File: config.mk
export PLATFORM = sky130hd
export DESIGN_NAME = one_way_speed_pid_assist
export DESIGN_NICKNAME = d
export VERILOG_FILES = /design/src/osp_pkg.sv /design/src/osp_mul.sv /design/src/osp_div.sv /design/src/osp_cfg.sv /design/src/one_way_speed_pid_assist.sv
export SDC_FILE = /design/constraint.sdc
export NUM_CORES = 2
export LEC_CHECK = 0
export BUFFER_PORTS_ARGS = -buffer_cell sky130_fd_sc_hd__buf_2
export CAP_MARGIN = 20
export CORE_ASPECT_RATIO = 1.2
export CORE_MARGIN = 10
export CORE_UTILIZATION = 40
export CTS_CLUSTER_DIAMETER = 40
export CTS_CLUSTER_SIZE = 8
export DETAILED_ROUTE_END_ITERATION = 8
export MAX_ROUTING_LAYER = met4
export PLACE_DENSITY = 0.58
export SYNTH_ARGS = -nofsm -noshare
export SYNTH_HDL_FRONTEND = slang
export SYNTH_SLANG_ARGS = --single-unit
File: constraint.sdc
create_clock -name aclk -period 10.8 [get_ports aclk]
set_input_delay 2.16 -clock aclk [delete_from_list [all_inputs] [get_ports aclk]]
set_output_delay 2.16 -clock aclk [all_outputs]
set_load 0.005 [all_outputs]
File: src/osp_pkg.sv
// Shared types and constants for the one-way speed PID assist block.
// Holds configuration layout, register codes, datapath widths and defaults.
// No dependencies.
package osp_pkg;

    // Configuration port geometry.
    localparam int unsigned ADDR_W = 5;
    localparam int unsigned DATA_W = 32;

    // Register indexes on the configuration port.
    localparam logic [2:0] REG_KP     = 3'd0;
    localparam logic [2:0] REG_KI     = 3'd1;
    localparam logic [2:0] REG_KD     = 3'd2;
    localparam logic [2:0] REG_DIR    = 3'd3;
    localparam logic [2:0] REG_NEGCMD = 3'd4;
    localparam logic [2:0] REG_NEGFB  = 3'd5;
    localparam logic [2:0] REG_START  = 3'd6;
    localparam logic [2:0] REG_LIMIT  = 3'd7;

    // Register reset values.
    localparam logic [15:0] KP_RST     = 16'd384;
    localparam logic [15:0] KI_RST     = 16'd154;
    localparam logic [15:0] KD_RST     = 16'd0;
    localparam logic [7:0]  DIR_RST    = 8'd0;
    localparam logic        NEGCMD_RST = 1'b1;
    localparam logic        NEGFB_RST  = 1'b0;
    localparam logic [13:0] START_RST  = 14'd100;
    localparam logic [13:0] LIMIT_RST  = 14'd3500;

    // Defaults for the top-level parameters.
    localparam int unsigned STEP_RATIO_Q8_DEF = 2962;
    localparam int unsigned DEADBAND_Q8_DEF   = 256;
    localparam int unsigned MAX_DT_MS_DEF     = 50;

    // Datapath widths, sized for the full ranges of fields and parameters.
    localparam int unsigned MC_W   = 44;  // multiplicand: up to |deriv|
    localparam int unsigned MP_W   = 26;  // multiplier: up to ki*dt
    localparam int unsigned PROD_W = 64;
    localparam int unsigned DVD_W  = 58;  // dividend: |err|*ki*dt
    localparam int unsigned DVS_W  = 10;  // divisor: 1000 or dt
    localparam int unsigned ERR_W  = 33;
    localparam int unsigned DIFF_W = 34;
    localparam int unsigned INT_W  = 30;  // integral, 0..limit<<16
    localparam int unsigned SUM_W  = 64;

    localparam logic [DVS_W-1:0] MS_PER_S = 10'd1000;

    // Configuration as seen by the datapath.
    typedef struct packed {
        logic [15:0] kp;
        logic [15:0] ki;
        logic [15:0] kd;
        logic [7:0]  dir;
        logic        neg_cmd;
        logic        neg_fb;
        logic [13:0] start;
        logic [13:0] limit;
    } cfg_t;

endpackage

File: src/osp_mul.sv
// Bit-serial shift-and-add multiplier for the PID assist datapath.
// Consumes one multiplier bit per cycle, stops early when no bits remain.
// Depends on osp_pkg.
module osp_mul (
    input  logic                       aclk,
    input  logic                       aresetn,
    input  logic                       start,
    input  logic [osp_pkg::MC_W-1:0]   mcand,
    input  logic [osp_pkg::MP_W-1:0]   mplier,
    output logic                       busy,
    output logic [osp_pkg::PROD_W-1:0] prod
);

    logic [osp_pkg::PROD_W-1:0] acc_reg, acc_next;
    logic [osp_pkg::PROD_W-1:0] mc_reg, mc_next;
    logic [osp_pkg::MP_W-1:0]   mp_reg, mp_next;
    logic                       busy_reg, busy_next;

    // One partial product per cycle, multiplier shifted out LSB first.
    always_comb begin
        acc_next  = acc_reg;
        mc_next   = mc_reg;
        mp_next   = mp_reg;
        busy_next = busy_reg;
        if (start) begin
            acc_next  = '0;
            mc_next   = osp_pkg::PROD_W'(mcand);
            mp_next   = mplier;
            busy_next = 1'b1;
        end else if (busy_reg) begin
            if (mp_reg == '0) begin
                busy_next = 1'b0;
            end else begin
                if (mp_reg[0]) begin
                    acc_next = acc_reg + mc_reg;
                end
                mc_next = mc_reg << 1;
                mp_next = mp_reg >> 1;
            end
        end
    end

    always_ff @(posedge aclk) begin
        if (!aresetn) begin
            busy_reg <= 1'b0;
        end else begin
            busy_reg <= busy_next;
        end
    end

    always_ff @(posedge aclk) begin
        acc_reg <= acc_next;
        mc_reg  <= mc_next;
        mp_reg  <= mp_next;
    end

    assign busy = busy_reg;
    assign prod = acc_reg;

endmodule

File: src/osp_div.sv
// Restoring radix-2 divider for the PID assist datapath.
// Produces one quotient bit per cycle over the full dividend width.
// Depends on osp_pkg.
module osp_div (
    input  logic                      aclk,
    input  logic                      aresetn,
    input  logic                      start,
    input  logic [osp_pkg::DVD_W-1:0] dividend,
    input  logic [osp_pkg::DVS_W-1:0] divisor,
    output logic                      busy,
    output logic [osp_pkg::DVD_W-1:0] quo
);

    localparam int unsigned CNT_W = $clog2(osp_pkg::DVD_W + 1);

    logic [osp_pkg::DVS_W-1:0] rem_reg, rem_next;
    logic [osp_pkg::DVD_W-1:0] quo_reg, quo_next;
    logic [osp_pkg::DVS_W-1:0] dvs_reg, dvs_next;
    logic [CNT_W-1:0]          cnt_reg, cnt_next;
    logic                      busy_reg, busy_next;
    logic [osp_pkg::DVS_W:0]   shifted;
    logic [osp_pkg::DVS_W:0]   diff;

    // Shift in the next dividend bit and subtract when the divisor fits.
    always_comb begin
        rem_next  = rem_reg;
        quo_next  = quo_reg;
        dvs_next  = dvs_reg;
        cnt_next  = cnt_reg;
        busy_next = busy_reg;
        shifted   = {rem_reg, quo_reg[osp_pkg::DVD_W-1]};
        diff      = shifted - {1'b0, dvs_reg};
        if (start) begin
            rem_next  = '0;
            quo_next  = dividend;
            dvs_next  = divisor;
            cnt_next  = CNT_W'(osp_pkg::DVD_W);
            busy_next = 1'b1;
        end else if (busy_reg) begin
            if (shifted >= {1'b0, dvs_reg}) begin
                rem_next = diff[osp_pkg::DVS_W-1:0];
                quo_next = {quo_reg[osp_pkg::DVD_W-2:0], 1'b1};
            end else begin
                rem_next = shifted[osp_pkg::DVS_W-1:0];
                quo_next = {quo_reg[osp_pkg::DVD_W-2:0], 1'b0};
            end
            cnt_next = cnt_reg - 1'b1;
            if (cnt_reg == CNT_W'(1)) begin
                busy_next = 1'b0;
            end
        end
    end

    always_ff @(posedge aclk) begin
        if (!aresetn) begin
            busy_reg <= 1'b0;
            cnt_reg  <= '0;
        end else begin
            busy_reg <= busy_next;
            cnt_reg  <= cnt_next;
        end
    end

    always_ff @(posedge aclk) begin
        rem_reg <= rem_next;
        quo_reg <= quo_next;
        dvs_reg <= dvs_next;
    end

    assign busy = busy_reg;
    assign quo  = quo_reg;

endmodule

File: src/osp_cfg.sv
// APB-style register file for the PID assist gains, limits and polarity.
// Writes land on the access beat; reads return the stored values.
// Depends on osp_pkg.
module osp_cfg (
    input  logic                       aclk,
    input  logic                       aresetn,
    input  logic                       psel,
    input  logic                       penable,
    input  logic                       pwrite,
    input  logic [osp_pkg::ADDR_W-1:0] paddr,
    input  logic [osp_pkg::DATA_W-1:0] pwdata,
    output logic [osp_pkg::DATA_W-1:0] prdata,
    output logic                       pready,
    output osp_pkg::cfg_t              cfg
);

    osp_pkg::cfg_t cfg_reg, cfg_next;
    logic [2:0]    idx;
    logic          wr_en;

    assign idx    = paddr[4:2];
    assign wr_en  = psel && penable && pwrite;
    assign pready = 1'b1;

    // Register write decode, values masked to the register width.
    always_comb begin
        cfg_next = cfg_reg;
        if (wr_en) begin
            unique case (idx)
                osp_pkg::REG_KP:     cfg_next.kp      = pwdata[15:0];
                osp_pkg::REG_KI:     cfg_next.ki      = pwdata[15:0];
                osp_pkg::REG_KD:     cfg_next.kd      = pwdata[15:0];
                osp_pkg::REG_DIR:    cfg_next.dir     = pwdata[7:0];
                osp_pkg::REG_NEGCMD: cfg_next.neg_cmd = pwdata[0];
                osp_pkg::REG_NEGFB:  cfg_next.neg_fb  = pwdata[0];
                osp_pkg::REG_START:  cfg_next.start   = pwdata[13:0];
                osp_pkg::REG_LIMIT:  cfg_next.limit   = pwdata[13:0];
                default:             cfg_next         = cfg_reg;
            endcase
        end
    end

    // Read-back mux.
    always_comb begin
        unique case (idx)
            osp_pkg::REG_KP:     prdata = 32'(cfg_reg.kp);
            osp_pkg::REG_KI:     prdata = 32'(cfg_reg.ki);
            osp_pkg::REG_KD:     prdata = 32'(cfg_reg.kd);
            osp_pkg::REG_DIR:    prdata = 32'(cfg_reg.dir);
            osp_pkg::REG_NEGCMD: prdata = 32'(cfg_reg.neg_cmd);
            osp_pkg::REG_NEGFB:  prdata = 32'(cfg_reg.neg_fb);
            osp_pkg::REG_START:  prdata = 32'(cfg_reg.start);
            osp_pkg::REG_LIMIT:  prdata = 32'(cfg_reg.limit);
            default:             prdata = '0;
        endcase
    end

    always_ff @(posedge aclk) begin
        if (!aresetn) begin
            cfg_reg.kp      <= osp_pkg::KP_RST;
            cfg_reg.ki      <= osp_pkg::KI_RST;
            cfg_reg.kd      <= osp_pkg::KD_RST;
            cfg_reg.dir     <= osp_pkg::DIR_RST;
            cfg_reg.neg_cmd <= osp_pkg::NEGCMD_RST;
            cfg_reg.neg_fb  <= osp_pkg::NEGFB_RST;
            cfg_reg.start   <= osp_pkg::START_RST;
            cfg_reg.limit   <= osp_pkg::LIMIT_RST;
        end else begin
            cfg_reg <= cfg_next;
        end
    end

    assign cfg = cfg_reg;

endmodule

File: src/one_way_speed_pid_assist.sv
// One-way speed PID assist: top level with the tick sequencer and PID state.
// Instantiates osp_cfg, osp_mul and osp_div; depends on osp_pkg.
//
// One tick is taken at a time. A tick that does not engage assist (direction
// differs from descend_direction or zero step speed) clears the PID state and
// yields its zero result via S_FIN once the output register is free. An
// engaged tick runs on one bit-serial multiplier and one restoring divider,
// its time dominated by the divisions over the full 58-bit dividend: the
// integral by 1000 and, when dt is nonzero, the derivative by dt. The result waits
// in an output register, so the next input beat is taken while it is pending.
module one_way_speed_pid_assist #(
    parameter int unsigned STEP_RATIO_Q8 = osp_pkg::STEP_RATIO_Q8_DEF,
    parameter int unsigned DEADBAND_Q8   = osp_pkg::DEADBAND_Q8_DEF,
    parameter int unsigned MAX_DT_MS     = osp_pkg::MAX_DT_MS_DEF
) (
    input  logic                       aclk,
    input  logic                       aresetn,
    // tick_time_ms[31:0], step_direction[39:32], step_speed[63:40],
    // motor_speed_raw[79:64]
    input  logic [79:0]                s_tdata,
    input  logic                       s_tvalid,
    output logic                       s_tready,
    // drive_current[14:0], target_speed[45:15], zero fill [47:46]
    output logic [47:0]                m_tdata,
    // assist_active[0]
    output logic                       m_tuser,
    output logic                       m_tvalid,
    input  logic                       m_tready,
    input  logic                       psel,
    input  logic                       penable,
    input  logic                       pwrite,
    input  logic [osp_pkg::ADDR_W-1:0] paddr,
    input  logic [osp_pkg::DATA_W-1:0] pwdata,
    output logic [osp_pkg::DATA_W-1:0] prdata,
    output logic                       pready
);

    localparam int unsigned V_W = osp_pkg::DVD_W + 2;

    localparam logic [3:0] S_IDLE = 4'd0;
    localparam logic [3:0] S_TGT  = 4'd1;
    localparam logic [3:0] S_ERR  = 4'd2;
    localparam logic [3:0] S_IMUL = 4'd3;
    localparam logic [3:0] S_IDIV = 4'd4;
    localparam logic [3:0] S_DMUL = 4'd5;
    localparam logic [3:0] S_DDIV = 4'd6;
    localparam logic [3:0] S_KD   = 4'd7;
    localparam logic [3:0] S_KP   = 4'd8;
    localparam logic [3:0] S_CLMP = 4'd9;
    localparam logic [3:0] S_FIN  = 4'd10;

    localparam logic [osp_pkg::MP_W-1:0] RATIO = osp_pkg::MP_W'(STEP_RATIO_Q8);
    localparam logic [osp_pkg::DVS_W-1:0] MAX_DT = osp_pkg::DVS_W'(MAX_DT_MS);
    localparam logic signed [osp_pkg::ERR_W-1:0] DB = osp_pkg::ERR_W'(DEADBAND_Q8);

    osp_pkg::cfg_t cfg;

    // Sequencer and tick registers.
    logic [3:0]  state_reg, state_next;
    logic        go_reg, go_next;
    logic [31:0] now_reg, now_next;
    logic [23:0] sspeed_reg, sspeed_next;
    logic [15:0] raw_reg, raw_next;
    logic        active_reg, active_next;
    logic [30:0] tgt_reg, tgt_next;
    logic [osp_pkg::DVS_W-1:0] dt_reg, dt_next;
    logic signed [osp_pkg::ERR_W-1:0] err_reg, err_next;
    logic [osp_pkg::MP_W-1:0] kidt_reg, kidt_next;
    logic signed [osp_pkg::DIFF_W-1:0] diff_reg, diff_next;
    logic signed [osp_pkg::SUM_W-1:0] sum_reg, sum_next;
    logic [osp_pkg::INT_W-1:0] outq_reg, outq_next;

    // PID state carried between ticks.
    logic [osp_pkg::INT_W-1:0] integ_reg, integ_next;
    logic signed [osp_pkg::ERR_W-1:0] prev_err_reg, prev_err_next;
    logic [31:0] prev_tick_reg, prev_tick_next;
    logic        prev_valid_reg, prev_valid_next;

    // Output register.
    logic        m_tvalid_reg, m_tvalid_next;
    logic [47:0] m_tdata_reg, m_tdata_next;
    logic        m_tuser_reg, m_tuser_next;

    // Arithmetic units.
    logic                           mul_start, mul_busy;
    logic [osp_pkg::MC_W-1:0]       mul_mcand;
    logic [osp_pkg::MP_W-1:0]       mul_mplier;
    logic [osp_pkg::PROD_W-1:0]     mul_prod;
    logic                           div_start, div_busy;
    logic [osp_pkg::DVS_W-1:0]      div_divisor;
    logic [osp_pkg::DVD_W-1:0]      div_quo;

    // Combinational helpers.
    logic                           eng_in;
    logic [31:0]                    tgt_full;
    logic [30:0]                    tgt_sat;
    logic [31:0]                    dt_raw;
    logic [osp_pkg::DVS_W-1:0]      dt_new;
    logic signed [24:0]             meas_pos, meas;
    logic signed [osp_pkg::ERR_W-1:0] err_raw, err_db, err_neg;
    logic [31:0]                    abs_err;
    logic signed [osp_pkg::DIFF_W-1:0] diff_neg;
    logic [32:0]                    abs_diff;
    logic [osp_pkg::INT_W-1:0]      lim;
    logic signed [V_W-1:0]          integ_v, quo_v, lim_v, integ_sum;
    logic [osp_pkg::INT_W-1:0]      integ_new;
    logic signed [osp_pkg::SUM_W-1:0] prod_s, lim_s;
    logic [30:0]                    rnd;
    logic [14:0]                    mag, mag_fl, cur;

    osp_cfg u_cfg (
        .aclk    (aclk),
        .aresetn (aresetn),
        .psel    (psel),
        .penable (penable),
        .pwrite  (pwrite),
        .paddr   (paddr),
        .pwdata  (pwdata),
        .prdata  (prdata),
        .pready  (pready),
        .cfg     (cfg)
    );

    osp_mul u_mul (
        .aclk    (aclk),
        .aresetn (aresetn),
        .start   (mul_start),
        .mcand   (mul_mcand),
        .mplier  (mul_mplier),
        .busy    (mul_busy),
        .prod    (mul_prod)
    );

    osp_div u_div (
        .aclk     (aclk),
        .aresetn  (aresetn),
        .start    (div_start),
        .dividend (mul_prod[osp_pkg::DVD_W-1:0]),
        .divisor  (div_divisor),
        .busy     (div_busy),
        .quo      (div_quo)
    );

    assign s_tready = (state_reg == S_IDLE);
    assign eng_in   = (s_tdata[39:32] == cfg.dir) && (s_tdata[63:40] != 24'd0);

    // Target: ratio times step speed, drop the extra fraction, saturate.
    assign tgt_full = mul_prod[39:8];
    assign tgt_sat  = tgt_full[31] ? 31'h7FFF_FFFF : tgt_full[30:0];

    // Elapsed time since the last engaged tick, clamped.
    assign dt_raw = now_reg - prev_tick_reg;
    always_comb begin
        if (!prev_valid_reg) begin
            dt_new = '0;
        end else if (dt_raw > 32'(MAX_DT_MS)) begin
            dt_new = MAX_DT;
        end else begin
            dt_new = dt_raw[osp_pkg::DVS_W-1:0];
        end
    end

    // Speed error with feedback polarity and deadband.
    assign meas_pos = $signed({{1{raw_reg[15]}}, raw_reg, 8'd0});
    assign meas     = cfg.neg_fb ? -meas_pos : meas_pos;
    assign err_raw  = $signed({2'b00, tgt_reg}) - $signed({{8{meas[24]}}, meas});
    assign err_db   = (err_raw > -DB && err_raw < DB) ? '0 : err_raw;
    assign err_neg  = -err_reg;
    assign abs_err  = err_reg[osp_pkg::ERR_W-1] ? err_neg[31:0] : err_reg[31:0];
    assign diff_neg = -diff_reg;
    assign abs_diff = diff_reg[osp_pkg::DIFF_W-1] ? diff_neg[32:0] : diff_reg[32:0];

    // Integral update, clamped to 0..limit.
    assign lim       = {cfg.limit, 16'd0};
    assign integ_v   = $signed({{(V_W-osp_pkg::INT_W){1'b0}}, integ_reg});
    assign quo_v     = $signed({2'b00, div_quo});
    assign lim_v     = $signed({{(V_W-osp_pkg::INT_W){1'b0}}, lim});
    assign integ_sum = err_reg[osp_pkg::ERR_W-1] ? integ_v - quo_v : integ_v + quo_v;
    always_comb begin
        if (cfg.ki == 16'd0 || integ_sum < 0) begin
            integ_new = '0;
        end else if (integ_sum > lim_v) begin
            integ_new = lim;
        end else begin
            integ_new = integ_sum[osp_pkg::INT_W-1:0];
        end
    end

    assign prod_s = $signed({1'b0, mul_prod[osp_pkg::PROD_W-2:0]});
    assign lim_s  = $signed({{(osp_pkg::SUM_W-osp_pkg::INT_W){1'b0}}, lim});

    // Rounding, start-current floor and command sign.
    assign rnd    = {1'b0, outq_reg} + 31'h0000_8000;
    assign mag    = rnd[30:16];
    assign mag_fl = (mag != '0 && mag < {1'b0, cfg.start}) ? {1'b0, cfg.start} : mag;
    assign cur    = cfg.neg_cmd ? -mag_fl : mag_fl;

    // Operand selection for the shared arithmetic units.
    always_comb begin
        unique case (state_reg)
            S_TGT: begin
                mul_mcand  = osp_pkg::MC_W'(sspeed_reg);
                mul_mplier = RATIO;
            end
            S_IMUL: begin
                mul_mcand  = osp_pkg::MC_W'(abs_err);
                mul_mplier = kidt_reg;
            end
            S_DMUL: begin
                mul_mcand  = osp_pkg::MC_W'(abs_diff);
                mul_mplier = osp_pkg::MP_W'(osp_pkg::MS_PER_S);
            end
            S_KD: begin
                mul_mcand  = div_quo[osp_pkg::MC_W-1:0];
                mul_mplier = osp_pkg::MP_W'(cfg.kd);
            end
            S_KP: begin
                mul_mcand  = osp_pkg::MC_W'(abs_err);
                mul_mplier = osp_pkg::MP_W'(cfg.kp);
            end
            default: begin
                mul_mcand  = '0;
                mul_mplier = '0;
            end
        endcase
    end
    assign div_divisor = (state_reg == S_IDIV) ? osp_pkg::MS_PER_S : dt_reg;

    // Tick sequencer.
    always_comb begin
        state_next      = state_reg;
        go_next         = go_reg;
        now_next        = now_reg;
        sspeed_next     = sspeed_reg;
        raw_next        = raw_reg;
        active_next     = active_reg;
        tgt_next        = tgt_reg;
        dt_next         = dt_reg;
        err_next        = err_reg;
        kidt_next       = kidt_reg;
        diff_next       = diff_reg;
        sum_next        = sum_reg;
        outq_next       = outq_reg;
        integ_next      = integ_reg;
        prev_err_next   = prev_err_reg;
        prev_tick_next  = prev_tick_reg;
        prev_valid_next = prev_valid_reg;
        m_tvalid_next   = m_tvalid_reg && !m_tready;
        m_tdata_next    = m_tdata_reg;
        m_tuser_next    = m_tuser_reg;
        mul_start       = 1'b0;
        div_start       = 1'b0;

        unique case (state_reg)
            S_IDLE: begin
                if (s_tvalid) begin
                    now_next    = s_tdata[31:0];
                    sspeed_next = s_tdata[63:40];
                    raw_next    = s_tdata[79:64];
                    active_next = eng_in;
                    if (eng_in) begin
                        state_next = S_TGT;
                        go_next    = 1'b1;
                    end else begin
                        integ_next      = '0;
                        prev_err_next   = '0;
                        prev_tick_next  = '0;
                        prev_valid_next = 1'b0;
                        state_next      = S_FIN;
                    end
                end
            end
            S_TGT: begin
                if (go_reg) begin
                    mul_start = 1'b1;
                    go_next   = 1'b0;
                end else if (!mul_busy) begin
                    tgt_next   = tgt_sat;
                    dt_next    = dt_new;
                    state_next = S_ERR;
                end
            end
            S_ERR: begin
                err_next   = err_db;
                kidt_next  = osp_pkg::MP_W'(cfg.ki) * osp_pkg::MP_W'(dt_reg);
                state_next = S_IMUL;
                go_next    = 1'b1;
            end
            S_IMUL: begin
                if (go_reg) begin
                    mul_start = 1'b1;
                    go_next   = 1'b0;
                end else if (!mul_busy) begin
                    state_next = S_IDIV;
                    go_next    = 1'b1;
                end
            end
            S_IDIV: begin
                if (go_reg) begin
                    div_start = 1'b1;
                    go_next   = 1'b0;
                end else if (!div_busy) begin
                    integ_next = integ_new;
                    sum_next   = $signed({{(osp_pkg::SUM_W-osp_pkg::INT_W){1'b0}},
                                          integ_new});
                    diff_next  = $signed({err_reg[osp_pkg::ERR_W-1], err_reg})
                               - $signed({prev_err_reg[osp_pkg::ERR_W-1], prev_err_reg});
                    go_next    = 1'b1;
                    if (dt_reg == '0) begin
                        state_next = S_KP;
                    end else begin
                        state_next = S_DMUL;
                    end
                end
            end
            S_DMUL: begin
                if (go_reg) begin
                    mul_start = 1'b1;
                    go_next   = 1'b0;
                end else if (!mul_busy) begin
                    state_next = S_DDIV;
                    go_next    = 1'b1;
                end
            end
            S_DDIV: begin
                if (go_reg) begin
                    div_start = 1'b1;
                    go_next   = 1'b0;
                end else if (!div_busy) begin
                    state_next = S_KD;
                    go_next    = 1'b1;
                end
            end
            S_KD: begin
                if (go_reg) begin
                    mul_start = 1'b1;
                    go_next   = 1'b0;
                end else if (!mul_busy) begin
                    sum_next   = diff_reg[osp_pkg::DIFF_W-1] ? sum_reg - prod_s
                                                             : sum_reg + prod_s;
                    state_next = S_KP;
                    go_next    = 1'b1;
                end
            end
            S_KP: begin
                if (go_reg) begin
                    mul_start = 1'b1;
                    go_next   = 1'b0;
                end else if (!mul_busy) begin
                    sum_next   = err_reg[osp_pkg::ERR_W-1] ? sum_reg - prod_s
                                                           : sum_reg + prod_s;
                    state_next = S_CLMP;
                end
            end
            S_CLMP: begin
                if (sum_reg < 0) begin
                    outq_next = '0;
                end else if (sum_reg > lim_s) begin
                    outq_next = lim;
                end else begin
                    outq_next = sum_reg[osp_pkg::INT_W-1:0];
                end
                prev_err_next   = err_reg;
                prev_tick_next  = now_reg;
                prev_valid_next = 1'b1;
                state_next      = S_FIN;
            end
            S_FIN: begin
                if (!m_tvalid_reg || m_tready) begin
                    m_tvalid_next = 1'b1;
                    m_tuser_next  = active_reg;
                    if (active_reg) begin
                        m_tdata_next = {2'b00, tgt_reg, cur};
                    end else begin
                        m_tdata_next = '0;
                    end
                    state_next = S_IDLE;
                end
            end
            default: begin
                state_next = S_IDLE;
            end
        endcase
    end

    always_ff @(posedge aclk) begin
        if (!aresetn) begin
            state_reg      <= S_IDLE;
            go_reg         <= 1'b0;
            integ_reg      <= '0;
            prev_err_reg   <= '0;
            prev_tick_reg  <= '0;
            prev_valid_reg <= 1'b0;
            m_tvalid_reg   <= 1'b0;
        end else begin
            state_reg      <= state_next;
            go_reg         <= go_next;
            integ_reg      <= integ_next;
            prev_err_reg   <= prev_err_next;
            prev_tick_reg  <= prev_tick_next;
            prev_valid_reg <= prev_valid_next;
            m_tvalid_reg   <= m_tvalid_next;
        end
    end

    always_ff @(posedge aclk) begin
        now_reg     <= now_next;
        sspeed_reg  <= sspeed_next;
        raw_reg     <= raw_next;
        active_reg  <= active_next;
        tgt_reg     <= tgt_next;
        dt_reg      <= dt_next;
        err_reg     <= err_next;
        kidt_reg    <= kidt_next;
        diff_reg    <= diff_next;
        sum_reg     <= sum_next;
        outq_reg    <= outq_next;
        m_tdata_reg <= m_tdata_next;
        m_tuser_reg <= m_tuser_next;
    end

    assign m_tvalid = m_tvalid_reg;
    assign m_tdata  = m_tdata_reg;
    assign m_tuser  = m_tuser_reg;

    // The shared units never overlap.
    a_units_excl: assert property (@(posedge aclk) disable iff (!aresetn)
        !(mul_busy && div_busy))
        else $error("multiplier and divider busy together");

    // The multiplier is only started when it is free.
    a_mul_free: assert property (@(posedge aclk) disable iff (!aresetn)
        mul_start |-> !mul_busy)
        else $error("multiplier restarted while busy");

    // A disengaged tick clears the PID state.
    a_clear: assert property (@(posedge aclk) disable iff (!aresetn)
        (s_tvalid && s_tready && !eng_in) |=> (!prev_valid_reg && integ_reg == '0))
        else $error("state not cleared on disengaged tick");

    // Disengaged results carry zero current.
    a_zero_out: assert property (@(posedge aclk) disable iff (!aresetn)
        (m_tvalid && !m_tuser) |-> (m_tdata[14:0] == 15'd0))
        else $error("nonzero current with assist off");

endmodule
==> out/metrics.cfg <==
[clocking]
numCtsBuffers=143
clk_latency_ns=0.78
clock_path_buffers=3
post_cts_buffers=0
post_cts_resized=0
clkSinkCount=759
cts_hold_buf=0
h-tree-depth=4
tritoncts=yes
root_buffer=clkbuf_16
path_clk_slew_ns=0.05

[grt]
grt_pass1_wl_um=315100
grt_max_degree=82
antenna_found_initial=7
grtUsageTotal=0.2619
first_global_vias=49530
overflow=0

[logic_synthesis]
syn_inst=6722
synth_top_cell_by_area=edfxtp_1
yosysSeqAreaShare=0.3441
synth_seq_cells=759
synth_top_flop_cell=edfxtp_1
synth_top_area_share=0.2445
synth.top_cells.by_area=edfxtp_1 (24%), dfxtp_1 (10%), ha_1 (9.8%)
syn_area_um2=57850
async_reset_ff_frac=0
synth.distinct_cells=98
synth_area_per_cell_um2=8.607
synth_warnings=0
synth_edf_count=471

[drt]
route.detailed.drc=1
wl_um=211900
vias=51580
wl_per_cell_um=24.04
drt_iter0_drc=4792
ant_nets=0
dr.pass1.iters=9
viasPerCell=5.852

[outcome]
outcome=finished, violations left
violations=DRC

[worst_setup_path]
cp_data_arrival_time_ns=9.22
cp-end-kind=flop
critPathMaxFanout=16
setup.worst_path.class=flop to flop
cp-start-kind=flop
cp.required_ns=11.28

[floorplanning]
rows=152
dieHeight_um=436.6
die_area_um2=160300
die_w_um=367.2
io_pins=208
core_um2=143400
start_util=0.4034

[cells_and_area]
final_cell_area_um2=65150
layout.nets=7460
largest_reg_flops=86
area_growth_pct=12.61
drive_gt1_frac=0.08557

[place]
dp_hpwl_um=163300
placed_area_um2=60390
place_congestion=0.9861
port_buffers=170

[timing]
fin_crit_sh=0.8094
period_minus_slack_ns=8.741
hold_violations=0
setup_tns_ns=0
rsz0062_at_grt=false
fin_skew_ns=0.03306
slew_violations=0
tightest_slew_ns=1.168
slew_headroom=0.2102
fmax_mhz=114.4
setup_viol=0

[power_and_ir_drop]
power.leakage_uw=0.02562
p_sw_frac=0.4215
power_uw=16060
pwr-share-comb=0.437
p_per_area_nw_per_um2=246.5
p_seq_frac=0.289
p_switching_uw=6770
clkPwrFrac=0.274
p_int_uw=9291
worst_ir_drop_vdd_mv=0.1991

[hold_path]
min_path_type=flop to flop

[flow_run]
maxCapViolCount=0

[cell usage in the layout, fill, tap and decap left out, types with 85 or more instances in the layout]
cell type and n:
ha_1 455, fa_1 118, a21o_1 120, edfxtp_1 471, nor2b_1 85, nor2_1 497, dfxtp_1 288, clkbuf_16 147
a21oi_1 462, and2_1 132, a21boi_0 147, nor3_1 95, nand3_1 193, nand2_1 876, xnor2_1 194, mux2i_1 91
buf_2 170, xor2_1 105, o21ai_0 332, inv_1 485
[power groups by stage]
stage | clock, uW | sequential, uW | combinational, uW
after CTS | 4470 | 4640 | 6920
after floorplan | 0 | 4310 | 5020
final | 4400 | 4650 | 7020
after detailed placement | 0 | 4680 | 6880
after global routing | 4600 | 4680 | 7710
after global placement | 0 | 4690 | 6820
[metal layers]
layer | GRT usage | routed length [um] | part of all wire | vias to the layer above
li1 | - | - | - | 24160
met1 | 0.3148 | 86900 | 0.41 | 25010
met2 | 0.4243 | 99640 | 0.47 | 1915
met3 | 0.03682 | 12530 | 0.059 | 497
met4 | 0.1400 | 12820 | 0.061 | 0
met5 | - | 0 | 0 | -
[cell families after synthesis]
group,count (synthesis),share of synthesized area
other,2,0.0001298
AOI/OAI and AO/OA,1831,0.2094
and+or+nand+nor,2294,0.1853
DFF,759,0.3441
buffers and inverters,862,0.05800
muxes,102,0.01847
adders and majority gates,573,0.1392
xor gates and xnor gates,299,0.04527
[final cells by class]
class                   instances  area [um^2]
multi-input cells            5122        34810
clock inverters                62        721.9
clock buffers                 203         3959
fillers                     14190        78250
diodes                          5        12.51
repair buffers                249         1493
inverters                     488         1833
flip-flops and latches        759        19910
well taps                    1925         2409
[critical path, stage by stage, from the launching register on]
cell and delay (ns):
edfxtp_1 0.46, inv_1 0.15, ha_1 0.25, nand2b_1 0.17, a2111o_1 0.45, a311oi_1 0.52
o211ai_1 0.34, a2111oi_2 0.63, nor2_1 0.17, o311ai_0 0.33, o21ai_0 0.17, xnor2_1 0.21
ha_1 0.34, nand4_1 0.10, nor2_1 0.27, and4_1 0.28, and3_1 0.16, and4_1 0.23
o2111ai_1 0.12, o41ai_1 0.82, nand2_1 0.10, nor4_1 0.30, o2111ai_1 0.15, or4_4 0.65
nor2_4 0.55, mux2i_1 0.35, o221ai_1 0.17
[path summary, 6_finish.rpt]
| path | cells past startpoint | start | endpoint | slack [ns] |
|---|---|---|---|---|
| worst min-delay path | 2 | u_mul.mc_reg[61] | u_mul.mc_reg[62] | 0.47 |
| worst max register to register | 26 | u_div.quo[1] | sum_reg[20] | 2.06 |
| worst min register to register | 2 | u_mul.mc_reg[61] | u_mul.mc_reg[62] | 0.47 |
| worst max-delay path | 26 | u_div.quo[1] | sum_reg[20] | 2.06 |
[per-stage QoR]
stage          hold WS (ns)  cells    util  worst slack (ns)
2_1_floorplan        0.4244   6743       -             4.107
6_report             0.4691   8813  0.4543             2.059
4_1_cts              0.4762   8805  0.4538             2.058
5_1_grt              0.4910   8813  0.4543             1.449
3_5_place_dp         0.4695   8540  0.4211             2.139
3_3_place_gp         0.4590   8538  0.4210             2.182
[cell usage after synthesis (30+ instances only)]
| master | number |
|---|---|
| nand2_1 | 880 |
| nor2_1 | 499 |
| inv_1 | 486 |
| edfxtp_1 | 471 |
| a21oi_1 | 463 |
| ha_1 | 455 |
| o21ai_0 | 333 |
| clkbuf_1 | 311 |
| dfxtp_1 | 288 |
| nand3_1 | 194 |
| xnor2_1 | 194 |
| a21boi_0 | 147 |
| and2_1 | 133 |
| a21o_1 | 120 |
| fa_1 | 118 |
| xor2_1 | 105 |
| nor3_1 | 100 |
| mux2i_1 | 91 |
| nor2b_1 | 85 |
| nor4_1 | 82 |
| a31oi_1 | 78 |
| nand2b_1 | 65 |
| a211oi_1 | 63 |
| o21bai_1 | 60 |
| o21a_1 | 59 |
| o22ai_1 | 57 |
| and3_1 | 55 |
| nand4_1 | 54 |
| a221oi_1 | 51 |
| o211ai_1 | 49 |
| o31ai_1 | 48 |
| or3_1 | 36 |
| buf_1 | 30 |
(Power assumes the default switching activity.)
